### src/rtl/csvlc_pkg.sv
// Types, constants and helpers of the CSV line column checker.
`timescale 1ns / 1ps
package csvlc_pkg;

  localparam int unsigned MaxChunkDefault = 8191;
  localparam int unsigned ChunkWidth      = 13;
  localparam int unsigned ColWidth        = 14;
  localparam int unsigned CountWidth      = 32;
  localparam int unsigned ShowWidth       = 16;
  localparam int unsigned TdataWidth      = 160;
  localparam int unsigned TuserWidth      = 4;

  localparam logic [ColWidth-1:0]  ColumnLimit    = 14'd8192;
  localparam logic [ShowWidth-1:0] ShowLimitReset = 16'd20;

  localparam logic [7:0] ChQuote = 8'h22;
  localparam logic [7:0] ChComma = 8'h2C;
  localparam logic [7:0] ChTab   = 8'h09;
  localparam logic [7:0] ChLf    = 8'h0A;
  localparam logic [7:0] ChCr    = 8'h0D;
  localparam logic [7:0] ChSpace = 8'h20;

  // Register index carried in paddr[2].
  localparam logic RegShowLimit = 1'b0;

  typedef enum logic [2:0] {
    CLASS_EMPTY   = 3'd0,
    CLASS_HEADER  = 3'd1,
    CLASS_VALID   = 3'd2,
    CLASS_INVALID = 3'd3,
    CLASS_END     = 3'd4
  } line_class_t;

  // What the scanner reports for the item just accepted.
  typedef struct packed {
    logic                done;      // this item closes a line or is the end marker
    logic                has_line;  // a line is present to classify
    logic                nonblank;
    logic [ColWidth-1:0] columns;
    logic                fin;
  } line_evt_t;

  function automatic logic [CountWidth-1:0] sat_inc(input logic [CountWidth-1:0] x);
    sat_inc = (x == '1) ? x : x + 1'b1;
  endfunction

endpackage

### src/rtl/csvlc_scan.sv
// Per-line byte scanner: quote tracking, column count and line splitting.
`timescale 1ns / 1ps
module csvlc_scan #(
  parameter int unsigned MAX_CHUNK = csvlc_pkg::MaxChunkDefault
) (
  input  logic                  clk,
  input  logic                  rst,
  input  logic                  accept,
  input  logic [7:0]            data_byte,
  input  logic                  end_of_input,
  output csvlc_pkg::line_evt_t  evt
);

  logic                                quoted_mode, quoted_mode_next;
  logic                                quote_pending, quote_pending_next;
  logic                                count_stopped, count_stopped_next;
  logic                                saw_nonblank;
  logic [csvlc_pkg::ChunkWidth-1:0]    chunk_length;
  logic [csvlc_pkg::ColWidth-1:0]      running_columns, running_columns_next;
  logic [csvlc_pkg::ChunkWidth:0]      chunk_sum;
  logic                                is_blank;
  logic                                nonblank_next;
  logic                                consumed;
  logic                                line_end;
  logic                                clear_line;

  assign chunk_sum = {1'b0, chunk_length} + 1'b1;
  assign is_blank  = (data_byte == csvlc_pkg::ChSpace) || (data_byte == csvlc_pkg::ChTab) ||
                     (data_byte == csvlc_pkg::ChLf) || (data_byte == csvlc_pkg::ChCr);
  assign nonblank_next = saw_nonblank | ~is_blank;
  assign line_end = (data_byte == csvlc_pkg::ChLf) ||
                    (chunk_sum >= (csvlc_pkg::ChunkWidth+1)'(MAX_CHUNK));

  always_comb begin
    quoted_mode_next     = quoted_mode;
    quote_pending_next   = quote_pending;
    count_stopped_next   = count_stopped;
    running_columns_next = running_columns;
    consumed             = 1'b0;
    if (!count_stopped) begin
      // A quote inside quotes is decided by the byte after it.
      if (quote_pending) begin
        quote_pending_next = 1'b0;
        if (data_byte == csvlc_pkg::ChQuote) begin
          consumed = 1'b1;
        end else begin
          quoted_mode_next = 1'b0;
        end
      end
      if (!consumed) begin
        priority if (data_byte == csvlc_pkg::ChQuote) begin
          if (quoted_mode_next) begin
            quote_pending_next = 1'b1;
          end else begin
            quoted_mode_next = 1'b1;
          end
        end else if (data_byte == csvlc_pkg::ChComma && !quoted_mode_next) begin
          if (running_columns < csvlc_pkg::ColumnLimit) begin
            running_columns_next = running_columns + 1'b1;
          end
        end else if (data_byte == csvlc_pkg::ChLf || data_byte == csvlc_pkg::ChCr) begin
          count_stopped_next = 1'b1;
        end else begin
          count_stopped_next = count_stopped;
        end
      end
    end
  end

  always_comb begin
    evt.done     = accept && (end_of_input || line_end);
    evt.fin      = end_of_input;
    evt.has_line = end_of_input ? (chunk_length != '0) : 1'b1;
    evt.nonblank = end_of_input ? saw_nonblank : nonblank_next;
    evt.columns  = end_of_input ? running_columns : running_columns_next;
  end

  assign clear_line = accept && (end_of_input || line_end);

  always_ff @(posedge clk) begin
    if (rst || clear_line) begin
      quoted_mode     <= 1'b0;
      quote_pending   <= 1'b0;
      count_stopped   <= 1'b0;
      saw_nonblank    <= 1'b0;
      chunk_length    <= '0;
      running_columns <= csvlc_pkg::ColWidth'(1);
    end else if (accept) begin
      quoted_mode     <= quoted_mode_next;
      quote_pending   <= quote_pending_next;
      count_stopped   <= count_stopped_next;
      saw_nonblank    <= nonblank_next;
      chunk_length    <= chunk_sum[csvlc_pkg::ChunkWidth-1:0];
      running_columns <= running_columns_next;
    end
  end

endmodule

### src/rtl/csv_line_column_checker_core.sv
// Top level of the CSV line column checker: line classification, totals, ports.
//
//   Channel  Dir  Handshake                  Payload
//   s_*      in   s_tvalid / s_tready        tdata: text byte, tlast: end of input
//   m_*      out  m_tvalid / m_tready        tdata: line totals, tuser: class/show,
//                                            tlast: result of the end marker
//   apb      in   psel / penable / pready    show_limit at byte address 0
//
// One byte is taken per cycle while s_tready is high; its result, if any, appears on m_* in the next cycle.
// The scanner and classifier update in the cycle of acceptance, and the result
// register decouples the output side: s_tready is low only while a result waits.
// Reset is synchronous and returns all line state and totals to their start values.
// An end marker always yields one result and then clears all state but show_limit.
`timescale 1ns / 1ps
module csv_line_column_checker_core #(
  parameter int unsigned MAX_CHUNK = csvlc_pkg::MaxChunkDefault
) (
  input  logic                              clk,
  input  logic                              rst,
  input  logic                              s_tvalid,
  output logic                              s_tready,
  input  logic [7:0]                        s_tdata,   // [7:0] data_byte
  input  logic                              s_tlast,   // end_of_input
  output logic                              m_tvalid,
  input  logic                              m_tready,
  // [31:0] line_number, [45:32] column_count, [59:46] expected_columns,
  // [91:60] valid_total, [123:92] invalid_total, [155:124] empty_total, rest zero
  output logic [csvlc_pkg::TdataWidth-1:0]  m_tdata,
  output logic [csvlc_pkg::TuserWidth-1:0]  m_tuser,   // [2:0] line_class, [3] show_detail
  output logic                              m_tlast,   // final_result
  input  logic                              psel,
  input  logic                              penable,
  input  logic                              pwrite,
  input  logic [2:0]                        paddr,
  input  logic [31:0]                       pwdata,
  output logic [31:0]                       prdata,
  output logic                              pready
);

  localparam int unsigned CW = csvlc_pkg::CountWidth;
  localparam int unsigned KW = csvlc_pkg::ColWidth;

  logic [csvlc_pkg::ShowWidth-1:0] show_limit;
  logic                            accept;
  csvlc_pkg::line_evt_t            evt;

  logic [KW-1:0] header_width, header_width_next;
  logic [CW-1:0] lines_seen, lines_seen_next;
  logic [CW-1:0] valid_count, valid_count_next;
  logic [CW-1:0] invalid_count, invalid_count_next;
  logic [CW-1:0] empty_count, empty_count_next;
  logic [csvlc_pkg::ShowWidth-1:0] shown_count, shown_count_next;
  logic [CW-1:0] out_line;
  logic [KW-1:0] out_cols;
  logic          show;
  csvlc_pkg::line_class_t cls;

  assign pready   = 1'b1;
  assign s_tready = !m_tvalid || m_tready;
  assign accept   = s_tvalid && s_tready;

  always_ff @(posedge clk) begin
    if (rst) begin
      show_limit <= csvlc_pkg::ShowLimitReset;
    end else if (psel && penable && pwrite && paddr[2] == csvlc_pkg::RegShowLimit) begin
      show_limit <= pwdata[csvlc_pkg::ShowWidth-1:0];
    end
  end

  assign prdata = (paddr[2] == csvlc_pkg::RegShowLimit) ?
                  {{(32-csvlc_pkg::ShowWidth){1'b0}}, show_limit} : '0;

  csvlc_scan #(.MAX_CHUNK(MAX_CHUNK)) u_scan (
    .clk          (clk),
    .rst          (rst),
    .accept       (accept),
    .data_byte    (s_tdata),
    .end_of_input (s_tlast),
    .evt          (evt)
  );

  always_comb begin
    header_width_next  = header_width;
    lines_seen_next    = lines_seen;
    valid_count_next   = valid_count;
    invalid_count_next = invalid_count;
    empty_count_next   = empty_count;
    shown_count_next   = shown_count;
    show               = 1'b0;
    cls                = csvlc_pkg::CLASS_END;
    out_cols           = '0;
    if (evt.has_line) begin
      lines_seen_next = csvlc_pkg::sat_inc(lines_seen);
      out_cols        = evt.columns;
      priority if (!evt.nonblank) begin
        empty_count_next = csvlc_pkg::sat_inc(empty_count);
        cls = csvlc_pkg::CLASS_EMPTY;
      end else if (header_width == '0) begin
        header_width_next = evt.columns;
        valid_count_next  = csvlc_pkg::sat_inc(valid_count);
        cls = csvlc_pkg::CLASS_HEADER;
      end else if (evt.columns == header_width) begin
        valid_count_next = csvlc_pkg::sat_inc(valid_count);
        cls = csvlc_pkg::CLASS_VALID;
      end else begin
        invalid_count_next = csvlc_pkg::sat_inc(invalid_count);
        cls = csvlc_pkg::CLASS_INVALID;
        if (shown_count < show_limit) begin
          show             = 1'b1;
          shown_count_next = shown_count + 1'b1;
        end
      end
    end
    out_line = lines_seen_next;
  end

  always_ff @(posedge clk) begin
    if (rst || (evt.done && evt.fin)) begin
      header_width  <= '0;
      lines_seen    <= '0;
      valid_count   <= '0;
      invalid_count <= '0;
      empty_count   <= '0;
      shown_count   <= '0;
    end else if (evt.done) begin
      header_width  <= header_width_next;
      lines_seen    <= lines_seen_next;
      valid_count   <= valid_count_next;
      invalid_count <= invalid_count_next;
      empty_count   <= empty_count_next;
      shown_count   <= shown_count_next;
    end
  end

  always_ff @(posedge clk) begin
    if (rst) begin
      m_tvalid <= 1'b0;
    end else if (s_tready) begin
      m_tvalid <= evt.done;
    end
  end

  always_ff @(posedge clk) begin
    if (evt.done) begin
      m_tdata <= {4'b0000, empty_count_next, invalid_count_next, valid_count_next,
                  header_width_next, out_cols, out_line};
      m_tuser <= {show, cls};
      m_tlast <= evt.fin;
    end
  end

endmodule

### config.mk
export PLATFORM = sky130hd
export DESIGN_NAME = csv_line_column_checker_core
export DESIGN_NICKNAME = d
export VERILOG_FILES = /design/src/rtl/csvlc_pkg.sv /design/src/rtl/csvlc_scan.sv /design/src/rtl/csv_line_column_checker_core.sv
export SDC_FILE = /design/constraint.sdc
export NUM_CORES = 1
export LEC_CHECK = 0
export BUFFER_PORTS_ARGS = -buffer_cell sky130_fd_sc_hd__buf_2
export CAP_MARGIN = 20
export CORE_AREA = 4 4 207 209
export DETAILED_ROUTE_END_ITERATION = 8
export DIE_AREA = 0 0 211 213
export PLACE_DENSITY = 0.61
export SETUP_SLACK_MARGIN = 0.2
export SLEW_MARGIN = 20
export SYNTH_ARGS = -nofsm -noshare
export SYNTH_HDL_FRONTEND = slang
export SYNTH_SLANG_ARGS = --single-unit
### constraint.sdc
create_clock -name clk -period 8.8 [get_ports clk]
set_input_delay 0.88 -clock clk [delete_from_list [all_inputs] [get_ports clk]]
set_output_delay 0.88 -clock clk [all_outputs]
set_load 0.01 [all_outputs]
Word-level counts from Yosys, hierarchy flattened. Index checks and enable logic that the tools add are counted.

$add $sub $neg: 7. Magnitude comparators: 3. Equal/unequal tests: 11. Mux-type cells: 46. Bitwise operators: 8. Reduce and logical (&&, ||, !) cells: 25.

Operators with widths (count): $mux W32 (15); $add A32 B1 Y32 const B (4); $eq A32 B32 Y1 const B (4); $mux W14 (9); $eq A8 B4 Y1 const B (3); $eq A8 B6 Y1 const B (3); $mux W1 (20); $add A16 B1 Y16 const B (1); $lt A16 B16 Y1 (1); $mux W16 (1); $add A13 B1 Y14 const B (1); $add A14 B1 Y14 const B (1); $eq A14 B14 Y1 (1); $ge A14 B13 Y1 const B (1); $logic_not A14 Y1 (1); $lt A14 B14 Y1 const B (1); $reduce_bool A13 Y1 (1); $logic_or A1 B1 Y1 (9); $logic_and A1 B1 Y1 (7); $not A1 Y1 (7); $reduce_and A6 Y1 (1); $reduce_and A2 Y1 (2); $reduce_or A4 Y1 (1); $reduce_or A3 Y1 (1); other kinds (3) (4).

Register bits after elaboration: 367. Input port bits: 51.

Logic depth before layout (Yosys ltp). Gate-level depths: netlist of run 1.

Depth after elaboration: 16. Gate-level depth with buffers: 14. Gate-level depth less buffers: 11.

Cells and area by module. A second synthesis of run 1 with hierarchy kept.

Cell total of the unflattened synthesis: 1908. Area, all modules: 18225.0 um2.

Modules (own cells, without submodules): csv_line_column_checker_core (times used 1, cells an instance 1634, area each 15945.3 um2, seq. area each 8338.0 um2); csvlc_scan (times used 1, cells an instance 274, area each 2279.7 um2, seq. area each 620.6 um2).

Worst setup path before layout of run 1. Ideal clock, no wire load.

Path kind: input to register. Start point: in s_tdata[4]. End point: reg m_tdata[0] in the netlist's numbering, enable pin. Library setup time: 0.587 ns. Data arrival time: 6.693 ns. Setup slack: 1.520 ns. Stages: 8. Path through: or3_4 > nor2_1 > a21oi_1 > a21oi_1 > a31oi_1 > inv_1 > clkbuf_1 > buf_1.

RTL lines: start: declaration (line csv_line_column_checker_core.sv:22) `input logic [7:0] s_tdata,`; end signal: assignment (line csv_line_column_checker_core.sv:145) `m_tdata <= {4'b0000, empty_count_next, invalid_count_next, valid_count_next,`; end: declaration (line csv_line_column_checker_core.sv:28) `output logic [csvlc_pkg::TdataWidth-1:0] m_tdata,`.

Worst setup path in the final report of run 1.
Start point: in s_tdata[4]. End point: reg m_tdata[93] in the netlist's numbering (data pin).

Word-level cells in the longest chain between the ends: 16. Elaborated cells between the ends (all ways): 30. Classes of those cells: 7 x eq/ne; 16 x mux; 2 x bitwise; 5 x reduce/logical.

Ends and longest elaborated chain: $eq A8 B6 Y1 (line csvlc_scan.sv:44, csvlc_scan.sv:51); $mux W1 (line csvlc_scan.sv:44) `if (data_byte == csvlc_pkg::ChQuote) begin`; $mux W1 (line csvlc_scan.sv:42) `if (quote_pending) begin`; $mux W1 (line csvlc_scan.sv:40) `if (!count_stopped) begin`; $logic_not A1 Y1 (line csvlc_scan.sv:57) `end else if (data_byte == csvlc_pkg::ChComma && !quoted_mode_next) begin`; $logic_and A1 B1 Y1 (line csvlc_scan.sv:57); $mux W14 (line csvlc_scan.sv:57); $mux W14 (line csvlc_scan.sv:51) `priority if (data_byte == csvlc_pkg::ChQuote) begin`; $mux W14 (line csvlc_scan.sv:50) `if (!consumed) begin`; $mux W14 (line csvlc_scan.sv:40); $mux W14 (line csvlc_scan.sv:75) `evt.columns = end_of_input ? running_columns : running_columns_next;`; $eq A14 B14 Y1 (line csv_line_column_checker_core.sv:102) `end else if (evt.columns == header_width) begin`; $mux W32 (line csv_line_column_checker_core.sv:102); $mux W32 (line csv_line_column_checker_core.sv:98) `end else if (header_width == '0) begin`; $mux W32 (*) (line csv_line_column_checker_core.sv:95) `priority if (!evt.nonblank) begin`; $mux W32 (*) (line csv_line_column_checker_core.sv:92) `if (evt.has_line) begin`; net invalid_count_next[1] (line csv_line_column_checker_core.sv:50) `logic [CW-1:0] invalid_count, invalid_count_next;`.

Mark *: on every way through the listed nets, which the timed path passes. The rest lies on a longest branch. The select of a mux whose other input is x is not followed. A chain may end at the register's enable or synchronous reset.

==> key figures, run 1 <==
Route
  – DRT Pass-1 Iters: 8
  – Final WL: 45800 um
  – Total number of vias: 14700
  – Routed Antenna Nets: 0
  – Post-DR wirelength/cell: 17.3 um
  – Drt via density: 5.56
  – First-iteration detailed-routing DRC count: 1097
  – DRC violations left: 0

Clock network
  – Post-CTS setup buffer count: 0
  – CTS sink cnt: 367
  – Clk slew on worst S/H paths: 0.06 ns
  – Resized cells post-CTS: 0
  – Clk root buf: clkbuf_16
  – CTS Buf Count: 40
  – Hold-fix buffers at CTS: 0
  – CTS Buffer Depth: 3
  – Max H-tree Level: 2
  – CTS tree: done
  – Later-pin clock latency in the skew report: 0.55 ns

Worst hold path
  – Min-delay src: show_limit[3]
  – Class of the worst hold path: flip-flop to flip-flop
  – Worst hold path depth: 2
  – Worst Hold End: show_limit[3]

Worst setup path
  – Crit start category: input port
  – Reg2reg setup slack: 4.14 ns
  – Slowest Stage Delay on Critical Path: 0.86 ns
  – Worst reg2reg path depth: 9
  – R2R Path Start: u_scan.running_columns[2]
  – Worst EP required: 9.09 ns
  – CP Class: input port to flip-flop
  – CP cell instances: buf_2 > or3_4 > or4_4 > o31ai_2 > a21oi_1 > a2111oi_2 > nand4_1 > o21ai_4 > nor2_1 > mux2_2
  – Critical Path Slowest Stage Cell: o21ai_4
  – CP endpoint kind: flip-flop
  – Reg-to-reg endpoint: m_tdata[93]
  – CP arrival: 5.00 ns
  – Critical Path Fanout Max: 33

Synth
  – Number of synthesized flops with an enable pin: 161
  – Area leader, netlist: edfxtp_1
  – Simple logic cell fraction of the synthesized area: 24.3%
  – Post-Synth Adder-Cell Area: 1.65%
  – Seq/Total Area, Yosys: 49.2%
  – Post-synth ARST share: 0%
  – Count leader, synth: nor2_1
  – Leading cell types by count after synthesis: nor2_1 (218), dfxtp_1 (206), nand2_1 (173)
  – Top cell type's share of synthesized area: 26.6%
  – Synth unique cells: 68
  – Leading register cell type out of synthesis: dfxtp_1
  – Top cells by area in the synthesized netlist: edfxtp_1 (27%), dfxtp_1 (23%), xor2_1 (5.8%)
  – Largest family of logic cells by synthesized area: simple AND/OR/NAND/NOR gates
  – Synth Area in XOR/XNOR: 10.5%
  – Register bit count reported by yosys: 367
  – Post-Syn Instances: 1935
  – Synth warn: 0
  – Compound-Gate Fraction of Synth Area: 8.94%
  – Mapped Area: 0.0182 mm^2
  – Syn avg cell area: 9.41 um^2
  – Mux cell area share after synthesis: 1.08%

STA
  – Fin. Hold Viols: 0
  – Maximum clock frequency: 212 MHz
  – Unrepaired setup endpoints after global routing: false
  – Slew Viols, Final: 0
  – Max_slew headroom: 34.8%
  – Clock Skew: 0.0152 ns
  – Setup tns final: 0 ns
  – Tmin final: 4.71 ns
  – # setup viols final: 0
  – Least-Margin Pin Slew: 0.978 ns
  – Min setup slack post-route: 4.09 ns
  – Final Cycle Share: 53.5%

Placed design
  – Placer Congestion: 0.879
  – Dpl hpwl: 31000 um
  – Place WS: 3.59 ns
  – Port Buf Inserts: 211

Floorplan
  – DIE AREA: 0.0449 mm^2
  – Placement Rows: 74
  – Die Wd: 211 um
  – Ports: 251
  – Die height: 213 um
  – Core area: 0.0408 mm^2
  – Initial Util: 44.6%

Outcome
  – Outcome: complete, no violations

Power
  – Leak pwr: 0.00777 uW
  – Pwr/cell area: 178 mW/mm^2
  – Internal power: 2860 uW
  – Switching share of total power: 23.2%
  – Peak supply drop: 0.110 mV
  – Sequential group share of total power: 49.0%
  – Combinational Power Share: 6.0%
  – P_sw: 864 uW
  – Clock power share: 45.1%

Global route
  – First-pass GRT wire length: 72600 um
  – Remaining Overflow, GRT: 0
  – Largest net degree at the start of global routing: 85
  – Number of global-route vias before repair: 13800
  – Gr usage total: 19.5%
  – Number of antenna violations at the first check in global routing: 0

Run
  – MaxCap Viol Count: 0

Layout
  – Sequential Area: 0.00896 mm^2
  – Fin nets: 2162
  – Fill cell total of the finished layout: 3765
  – Syn-to-layout area delta: 14.7%
  – Share of cells above drive strength 1: 15.5%
  – Diodes inserted: 0
  – Area of the multi-input gates: 0.00860 mm^2
-- sequential cells by signal (all words and copies together) (netlist names), 13 cells and up --
signal	cells
u_scan.running_columns	14
empty_count	32
u_scan.chunk_length	13
m_tdata	156
show_limit	16
invalid_count	32
lines_seen	32
header_width	14
shown_count	16
valid_count	32
-- per-layer routing --
layer / GRT usage [%] / vias to the layer above / part of all wire (%)
met5: 0 / - / 0
met4: 5.81 / 0 / 2.1
met3: 3.20 / 63 / 6.4
met2: 31.8 / 436 / 46
met1: 27.0 / 7060 / 45
li1: - / 7169 / -
-- final cells by class --
type	count	share of cell area (%)
sequential	367	42.9
inverter	41	0.773
tap	532	3.19
clock buffer	54	5.29
clock inverter	18	0.899
multi-input combinational	1410	41.2
timing repair buffer	227	5.73
-- stage by stage --
stage	cells	hold WS (ns)	area [um^2]	total power [uW]	utilization, %
after floorplan	1954	0.436	18300	2010	-
after global placement	2576	0.443	19500	2080	47.9
after detailed placement	2576	0.447	19600	2080	47.9
after CTS	2648	0.456	20800	3770	51.0
after global routing	2649	0.486	20900	3860	51.1
final	2649	0.453	20900	3720	51.1
-- cell families after synthesis --
group	after synthesis
muxes	19
other	2
adders and majority gates	24
AOI/OAI and AO/OA	260
DFF	367
xor gates and xnor gates	218
and+or+nand+nor	868
buffers and inverters	177
-- cell usage in the layout, fill, tap and decap left out, types with 64 or more instances in the layout --
master / n
nand3_1: 112
xor2_1: 121
buf_2: 211
dfxtp_1: 206
a21oi_1: 106
nand2_1: 173
edfxtp_1: 161
nor3_1: 64
xnor2_1: 97
nor2_1: 216
-- worst max-delay path: cells and delay by family --
kind | cells | cell delay [ns]
AND/OR/NAND/NOR | 4 | 1.92
AO/OA/AOI/OAI | 4 | 1.71
multiplexers | 1 | 0.37
buffers and inverters | 1 | 0.10
-- worst max path at each step --
stage	startpoint	to	slack, ns	cells past startpoint
final	s_tdata[4]	m_tdata[93]	4.09	10
after global routing	u_scan.running_columns[3]	m_tdata[93]	3.91	9
after CTS	s_tdata[4]	m_tdata[93]	4.17	10
after detailed placement	s_tdata[4]	m_tdata[93]	3.59	10
after global placement	s_tdata[4]	m_tdata[93]	3.66	10
after floorplan	s_tdata[4]	m_tdata[0]	1.52	8
-- power groups by stage --
stage / clock [uW] / combinational, uW / sequential [uW]
6_report: 1680 / 223 / 1820
4_1_cts: 1720 / 224 / 1820
5_1_grt: 1790 / 245 / 1830
2_1_floorplan: 0 / 128 / 1880
3_3_place_gp: 0 / 220 / 1860
3_5_place_dp: 0 / 223 / 1860
(Power assumes the default switching activity.)
==> run 2: changes to the inputs <==
PLACE_DENSITY = 0.64   (was 0.61)
clock period = 3.88 ns   (was 8.8 ns; I/O delays follow)
==> run 2 against run 1 <==
  * Core utilization is 1.7 points higher
  * First-iteration DRC count fell by 25%
  * Critical path depth increased by 4
  * Flip-flop and latch count stayed put
  * Non-clock buffer count rose by 66
  * Design area rose by 3.4%
==> key figures, run 2 (synthesis gave the netlist of run 1 again) <==
Route
  – Final WL: 46800 um
  – Routed met2 length: 21600 um
  – Highest routed metal layer: met4
  – Routed Antenna Nets: 0
  – First-iteration detailed-routing DRC count: 826
  – Drt via density: 5.46
  – WL met1: 21500 um
  – DRC violations left: 0
  – Total number of vias: 14900
  – DRT Pass-1 Iters: 5
  – Post-DR wirelength/cell: 17.2 um
  – Met3 wire len: 2700 um

Worst setup path
  – Reg-to-reg endpoint: m_tdata[121]
  – CP cell instances: nand4bb_4 > or4_4 > buf_2 > buf_4 > nor4_1 > o22ai_1 > o21a_1 > a2111o_1 > buf_4 > o21ai_4 > buf_12 > buf_4 > nor3_1 > xor2_1
  – CP bufs+invs: 5
  – Slowest Stage Delay on Critical Path: 0.60 ns
  – CP Class: flip-flop to flip-flop
  – Reg2reg setup slack: 0.32 ns
  – R2R Path Start: u_scan.count_stopped
  – CP endpoint kind: flip-flop
  – Crit start category: flip-flop
  – Worst EP required: 4.17 ns
  – CP arrival: 3.84 ns
  – Critical Path Slowest Stage Cell: or4_4
  – Worst reg2reg path depth: 14
  – CP most frequent cell: buf_4
  – CP top delay family: simple AND/OR/NAND/NOR gates
  – Worst path depth: 14
  – Critical Path Fanout Max: 14

STA
  – Setup tns final: 0 ns
  – Maximum clock frequency: 281 MHz
  – Final Cycle Share: 91.7%
  – Tmin final: 3.56 ns
  – # setup viols final: 0
  – Max_slew headroom: 32.2%
  – Slew Viols, Final: 0
  – Fin. Hold Viols: 0
  – Unrepaired setup endpoints after global routing: false
  – Clock Skew: 0.0214 ns
  – Least-Margin Pin Slew: 1.02 ns

Global route
  – Number of global-route vias before repair: 13900
  – Largest net degree at the start of global routing: 87
  – Number of antenna violations at the first check in global routing: 0
  – Gr usage total: 20.0%
  – Remaining Overflow, GRT: 0
  – First-pass GRT wire length: 73700 um

Placed design
  – Port Buf Inserts: 211
  – Placer Congestion: 0.927
  – Post-DP Area: 0.0201 mm^2
  – Placed Instances: 2636
  – Dpl hpwl: 32800 um

Floorplan
  – Die height: 213 um
  – DIE AREA: 0.0449 mm^2
  – Placement Rows: 74
  – Die Wd: 211 um
  – Core area: 0.0408 mm^2
  – Initial Util: 44.6%
  – Ports: 251

Layout
  – Area of the multi-input gates: 0.00864 mm^2
  – Fill cell total of the finished layout: 3671
  – Share of cells above drive strength 1: 18.8%
  – Biggest register: m_tdata
  – Sequential Area: 0.00896 mm^2
  – Fin nets: 2230
  – Most common cell after layout, fill and taps aside: nor2_1
  – Final Non-Filler Cells: 2720
  – Design area: 0.0216 mm^2
  – Max reg flops: 156
  – Most frequent cells in the layout: nor2_1 (216), buf_2 (212), dfxtp_1 (203)
  – Diodes inserted: 0
  – Syn-to-layout area delta: 18.5%

Worst hold path
  – Min-delay src: pwdata[2]
  – Worst hold path depth: 2
  – Class of the worst hold path: input port to flip-flop
  – Worst Hold End: show_limit[2]

Clock network
  – Later-pin clock latency in the skew report: 0.56 ns
  – Clk slew on worst S/H paths: 0.06 ns
  – CTS Buf Count: 42
  – Clk root buf: clkbuf_16
  – CTS tree: done
  – Max H-tree Level: 2
  – CTS sink cnt: 367
  – CTS Buffer Depth: 3

Power
  – Leak pwr: 0.00815 uW
  – Pwr/cell area: 399 mW/mm^2
  – Power Total: 8610 uW
  – Peak supply drop: 0.269 mV

Outcome
  – Outcome: complete, no violations

Run
  – MaxCap Viol Count: 0
==> run 2: cell types whose count changed in the layout (fill, tap and decap cells not counted), moves of 3 or more <==
cell,before,now
buf_12,0,8
buf_4,15,70
clkbuf_1,10,7
clkbuf_16,41,44
clkinv_4,1,4
clkinvlp_4,0,5
dfxtp_1,206,203
dfxtp_2,0,3
==> run 2: area by class of cell <==
type                    count  share of cell area (%)
flip-flops and latches    367                    41.5
multi-input cells        1410                    40.1
repair buffers            293                    8.30
clock buffers              51                    5.17
well taps                 532                    3.09
clock inverters            26                    1.09
inverters                  41                   0.748
==> run 2: per-stage QoR <==
| step | setup WS, ns | hold WS [ns] | utilization [%] |
|---|---|---|---|
| floorplan | 0.310 | 0.436 | - |
| global placement | -0.0861 | 0.442 | 49.2 |
| detailed placement | -0.106 | 0.448 | 49.2 |
| CTS | 0.245 | 0.00882 | 52.5 |
| global route | 0.221 | 0.0293 | 52.8 |
| finish | 0.323 | 0.0402 | 52.8 |
==> run 2: worst max path at each step <==
| stage | startpoint | endpoint | slack (ns) |
|---|---|---|---|
| floorplan | s_tdata[4] | m_tdata[61] | 0.31 |
| global placement | s_tdata[4] | m_tdata[93] | -0.09 |
| detailed placement | s_tdata[4] | m_tdata[93] | -0.11 |
| CTS | u_scan.running_columns[3] | valid_count[14] | 0.24 |
| global route | u_scan.count_stopped | valid_count[14] | 0.22 |
| finish | u_scan.count_stopped | m_tdata[121] | 0.32 |
==> run 2: metal layers <==
metal,up-vias,track usage [%]
li1,7327,-
met1,7082,27.7
met2,390,32.2
met3,54,3.64
met4,0,5.90
met5,-,0
==> run 2: power by group <==
| group | switching [uW] | total (uW) | leakage (uW) | internal, uW |
|---|---|---|---|---|
| Sequential | 31.5 | 4140 | 0.00320 | 4100 |
| Clock | 1610 | 3880 | 0.000652 | 2270 |
| Combinational | 395 | 590 | 0.00430 | 195 |
==> run 2: timing repair <==
item | in CTS | in global routing
gates resized for setup | 0 | 13
endpoints found under the hold margin | 0 | 0
buffers inserted | 0 | 5
setup endpoints to repair | 0 | 81
hold buffers | 0 | 0
==> run 3: changes to the inputs <==
CORE_AREA = 4 4 196 198   (was 4 4 207 209)
DIE_AREA = 0 0 200 202   (was 0 0 211 213)
PLACE_DENSITY = 0.7   (was 0.64)
RECOVER_POWER = 100   (was unset)
==> run 3 against run 2 <==
  * Die area shrank 10%
  * Worst setup slack lost 0.060 ns
  * Combinational power down 7.3%
  * Non-clock buffer count increased by 2
  * Via count is 1.9% higher
  * Design area down 2.0%
  * Cell count down 2.3%
  * Clock power about the same
  * Largest cell class unchanged
==> key figures, run 3 (synthesis gave the netlist of run 1 again) <==
Outcome
  – Outcome: complete, no violations

Global route
  – First-pass GRT wire length: 74300 um
  – Number of global-route vias before repair: 14500
  – Largest net degree at the start of global routing: 74
  – Remaining Overflow, GRT: 0
  – Gr usage total: 22.1%
  – Number of antenna violations at the first check in global routing: 0

Worst setup path
  – Reg-to-reg endpoint: valid_count[4]
  – Critical Path Slowest Stage Cell: or4_4
  – Worst setup path start: u_scan.count_stopped
  – CP endpoint kind: flip-flop
  – Crit path to: valid_count[4]
  – Worst EP required: 4.35 ns
  – R2R Path Start: u_scan.count_stopped
  – Slowest Stage Delay on Critical Path: 0.59 ns
  – Crit start category: flip-flop
  – CP arrival: 4.08 ns
  – CP Class: flip-flop to flip-flop
  – Critical Path Fanout Max: 13
  – Reg2reg setup slack: 0.26 ns
  – Worst reg2reg path depth: 11
  – CP cell instances: nand4bb_1 > or4_4 > clkbuf_1 > nor3_4 > xnor2_1 > a211oi_1 > nand4_1 > o21a_4 > buf_4 > or4_1 > a21oi_1

STA
  – Least-Margin Pin Slew: 1.41 ns
  – Hold Slack: 0.0587 ns
  – Maximum clock frequency: 276 MHz
  – Unrepaired setup endpoints after global routing: true
  – Final Cycle Share: 93.2%
  – Clock Skew: 0.0184 ns
  – Slew Viols, Final: 0
  – Tmin final: 3.62 ns
  – Fin. Hold Viols: 0
  – Max_slew headroom: 5.42%
  – # setup viols final: 0

Power
  – Pwr/cell area: 405 mW/mm^2
  – Leak pwr: 0.00754 uW
  – Peak supply drop: 0.291 mV
  – Power Total: 8550 uW

Route
  – Post-DR wirelength/cell: 17.3 um
  – Routed Antenna Nets: 0
  – DRT Pass-1 Iters: 5
  – First-iteration detailed-routing DRC count: 1067
  – Drt via density: 5.69
  – Total number of vias: 15100
  – DRC violations left: 0
  – Final WL: 46100 um

Clock network
  – Clk root buf: clkbuf_16
  – CTS Buffer Depth: 3
  – CTS Buf Count: 41
  – CTS tree: done
  – Later-pin clock latency in the skew report: 0.54 ns
  – Clk slew on worst S/H paths: 0.06 ns
  – Max H-tree Level: 2
  – CTS sink cnt: 367

Layout
  – Most frequent cells in the layout: nor2_1 (218), clkbuf_1 (212), dfxtp_1 (206)
  – Design area: 0.0211 mm^2
  – Syn-to-layout area delta: 16.2%
  – Max reg flops: 156
  – Final core occ: 57.9%
  – Share of cells above drive strength 1: 8.86%
  – Fin nets: 2232
  – Most common cell after layout, fill and taps aside: nor2_1
  – Final Non-Filler Cells: 2658
  – Diodes inserted: 0
  – Biggest register: m_tdata

Placed design
  – Placer Congestion: 0.893
  – Dpl hpwl: 32100 um
  – Placed Instances: 2575
  – Port Buf Inserts: 211
  – Post-DP Area: 0.0200 mm^2

Worst hold path
  – Class of the worst hold path: input port to flip-flop

Floorplan
  – DIE AREA: 0.0404 mm^2
  – Core area: 0.0365 mm^2
  – Die Wd: 200 um
  – Initial Util: 49.8%
  – Placement Rows: 70
  – Die height: 202 um
  – Ports: 251

Run
  – MaxCap Viol Count: 0
==> run 3: changes by cell type in the layout (fill, tap and decap cells not counted), sizes merged <==
cell,previous run,this run
buf,291,93
bufinv,3,4
clkbuf,53,258
clkinv,16,13
clkinvlp,5,0
inv,43,44
or4,26,27
==> run 3: area by class of cell <==
cell class	instances	area, um^2
clock inverter	20	203
fill	3305	15400
clock buffer	56	1130
multi-input combinational	1411	8600
inverter	41	161
timing repair buffer	295	1500
sequential	367	8960
tap	468	586
==> run 3: worst min-delay path by stage <==
stage / startpoint / to / slack, ns / cells past startpoint
2_1_floorplan: show_limit[10] / show_limit[10] / 0.44 / 2
3_3_place_gp: show_limit[8] / show_limit[8] / 0.44 / 2
3_5_place_dp: show_limit[3] / show_limit[3] / 0.45 / 2
4_1_cts: pwdata[4] / show_limit[4] / 0.03 / 2
5_1_grt: pwdata[4] / show_limit[4] / 0.05 / 2
6_report: pwdata[2] / show_limit[2] / 0.06 / 2
==> run 3: metrics by stage <==
stage / setup TNS [ns] / setup slack (ns)
6_report: 0 / 0.263
3_3_place_gp: -0.0129 / -0.0129
4_1_cts: 0 / 0.334
3_5_place_dp: -0.0744 / -0.0476
2_1_floorplan: 0 / 0.310
5_1_grt: 0 / 0.0899
==> run 3: power breakdown <==
group / switching, uW / total [uW] / leakage [uW] / internal, uW
combinational: 395 / 547 / 0.00369 / 152
sequential: 32.0 / 4140 / 0.00320 / 4100
clock: 1550 / 3870 / 0.000656 / 2320
total: 1980 / 8550 / 0.00754 / 6580
==> run 3: repair_timing <==
item	in CTS	in global routing
hold buffers	0	0
setup endpoints to repair	0	96
setup buffers	0	5
resized for setup	0	6
endpoints found under the hold margin	0	0
==> run 3: layer usage <==
| metal | up-vias | wire [um] | global-route usage [%] |
|---|---|---|---|
| li1 | 7338 | - | - |
| met1 | 7250 | 20400 | 30.3 |
| met2 | 480 | 21800 | 36.4 |
| met3 | 68 | 3030 | 3.90 |
| met4 | 0 | 841 | 5.07 |
| met5 | - | 0 | 0 |
==> run 3: worst max-delay path, delay by kind of cell, from the launching register on <==
kind                   cells  cell delay [ns]
flip-flops                 1             0.34
AND/OR/NAND/NOR            5             1.92
AO/OA/AOI/OAI              3             0.76
XOR/XNOR                   1             0.13
buffers and inverters      2             0.38
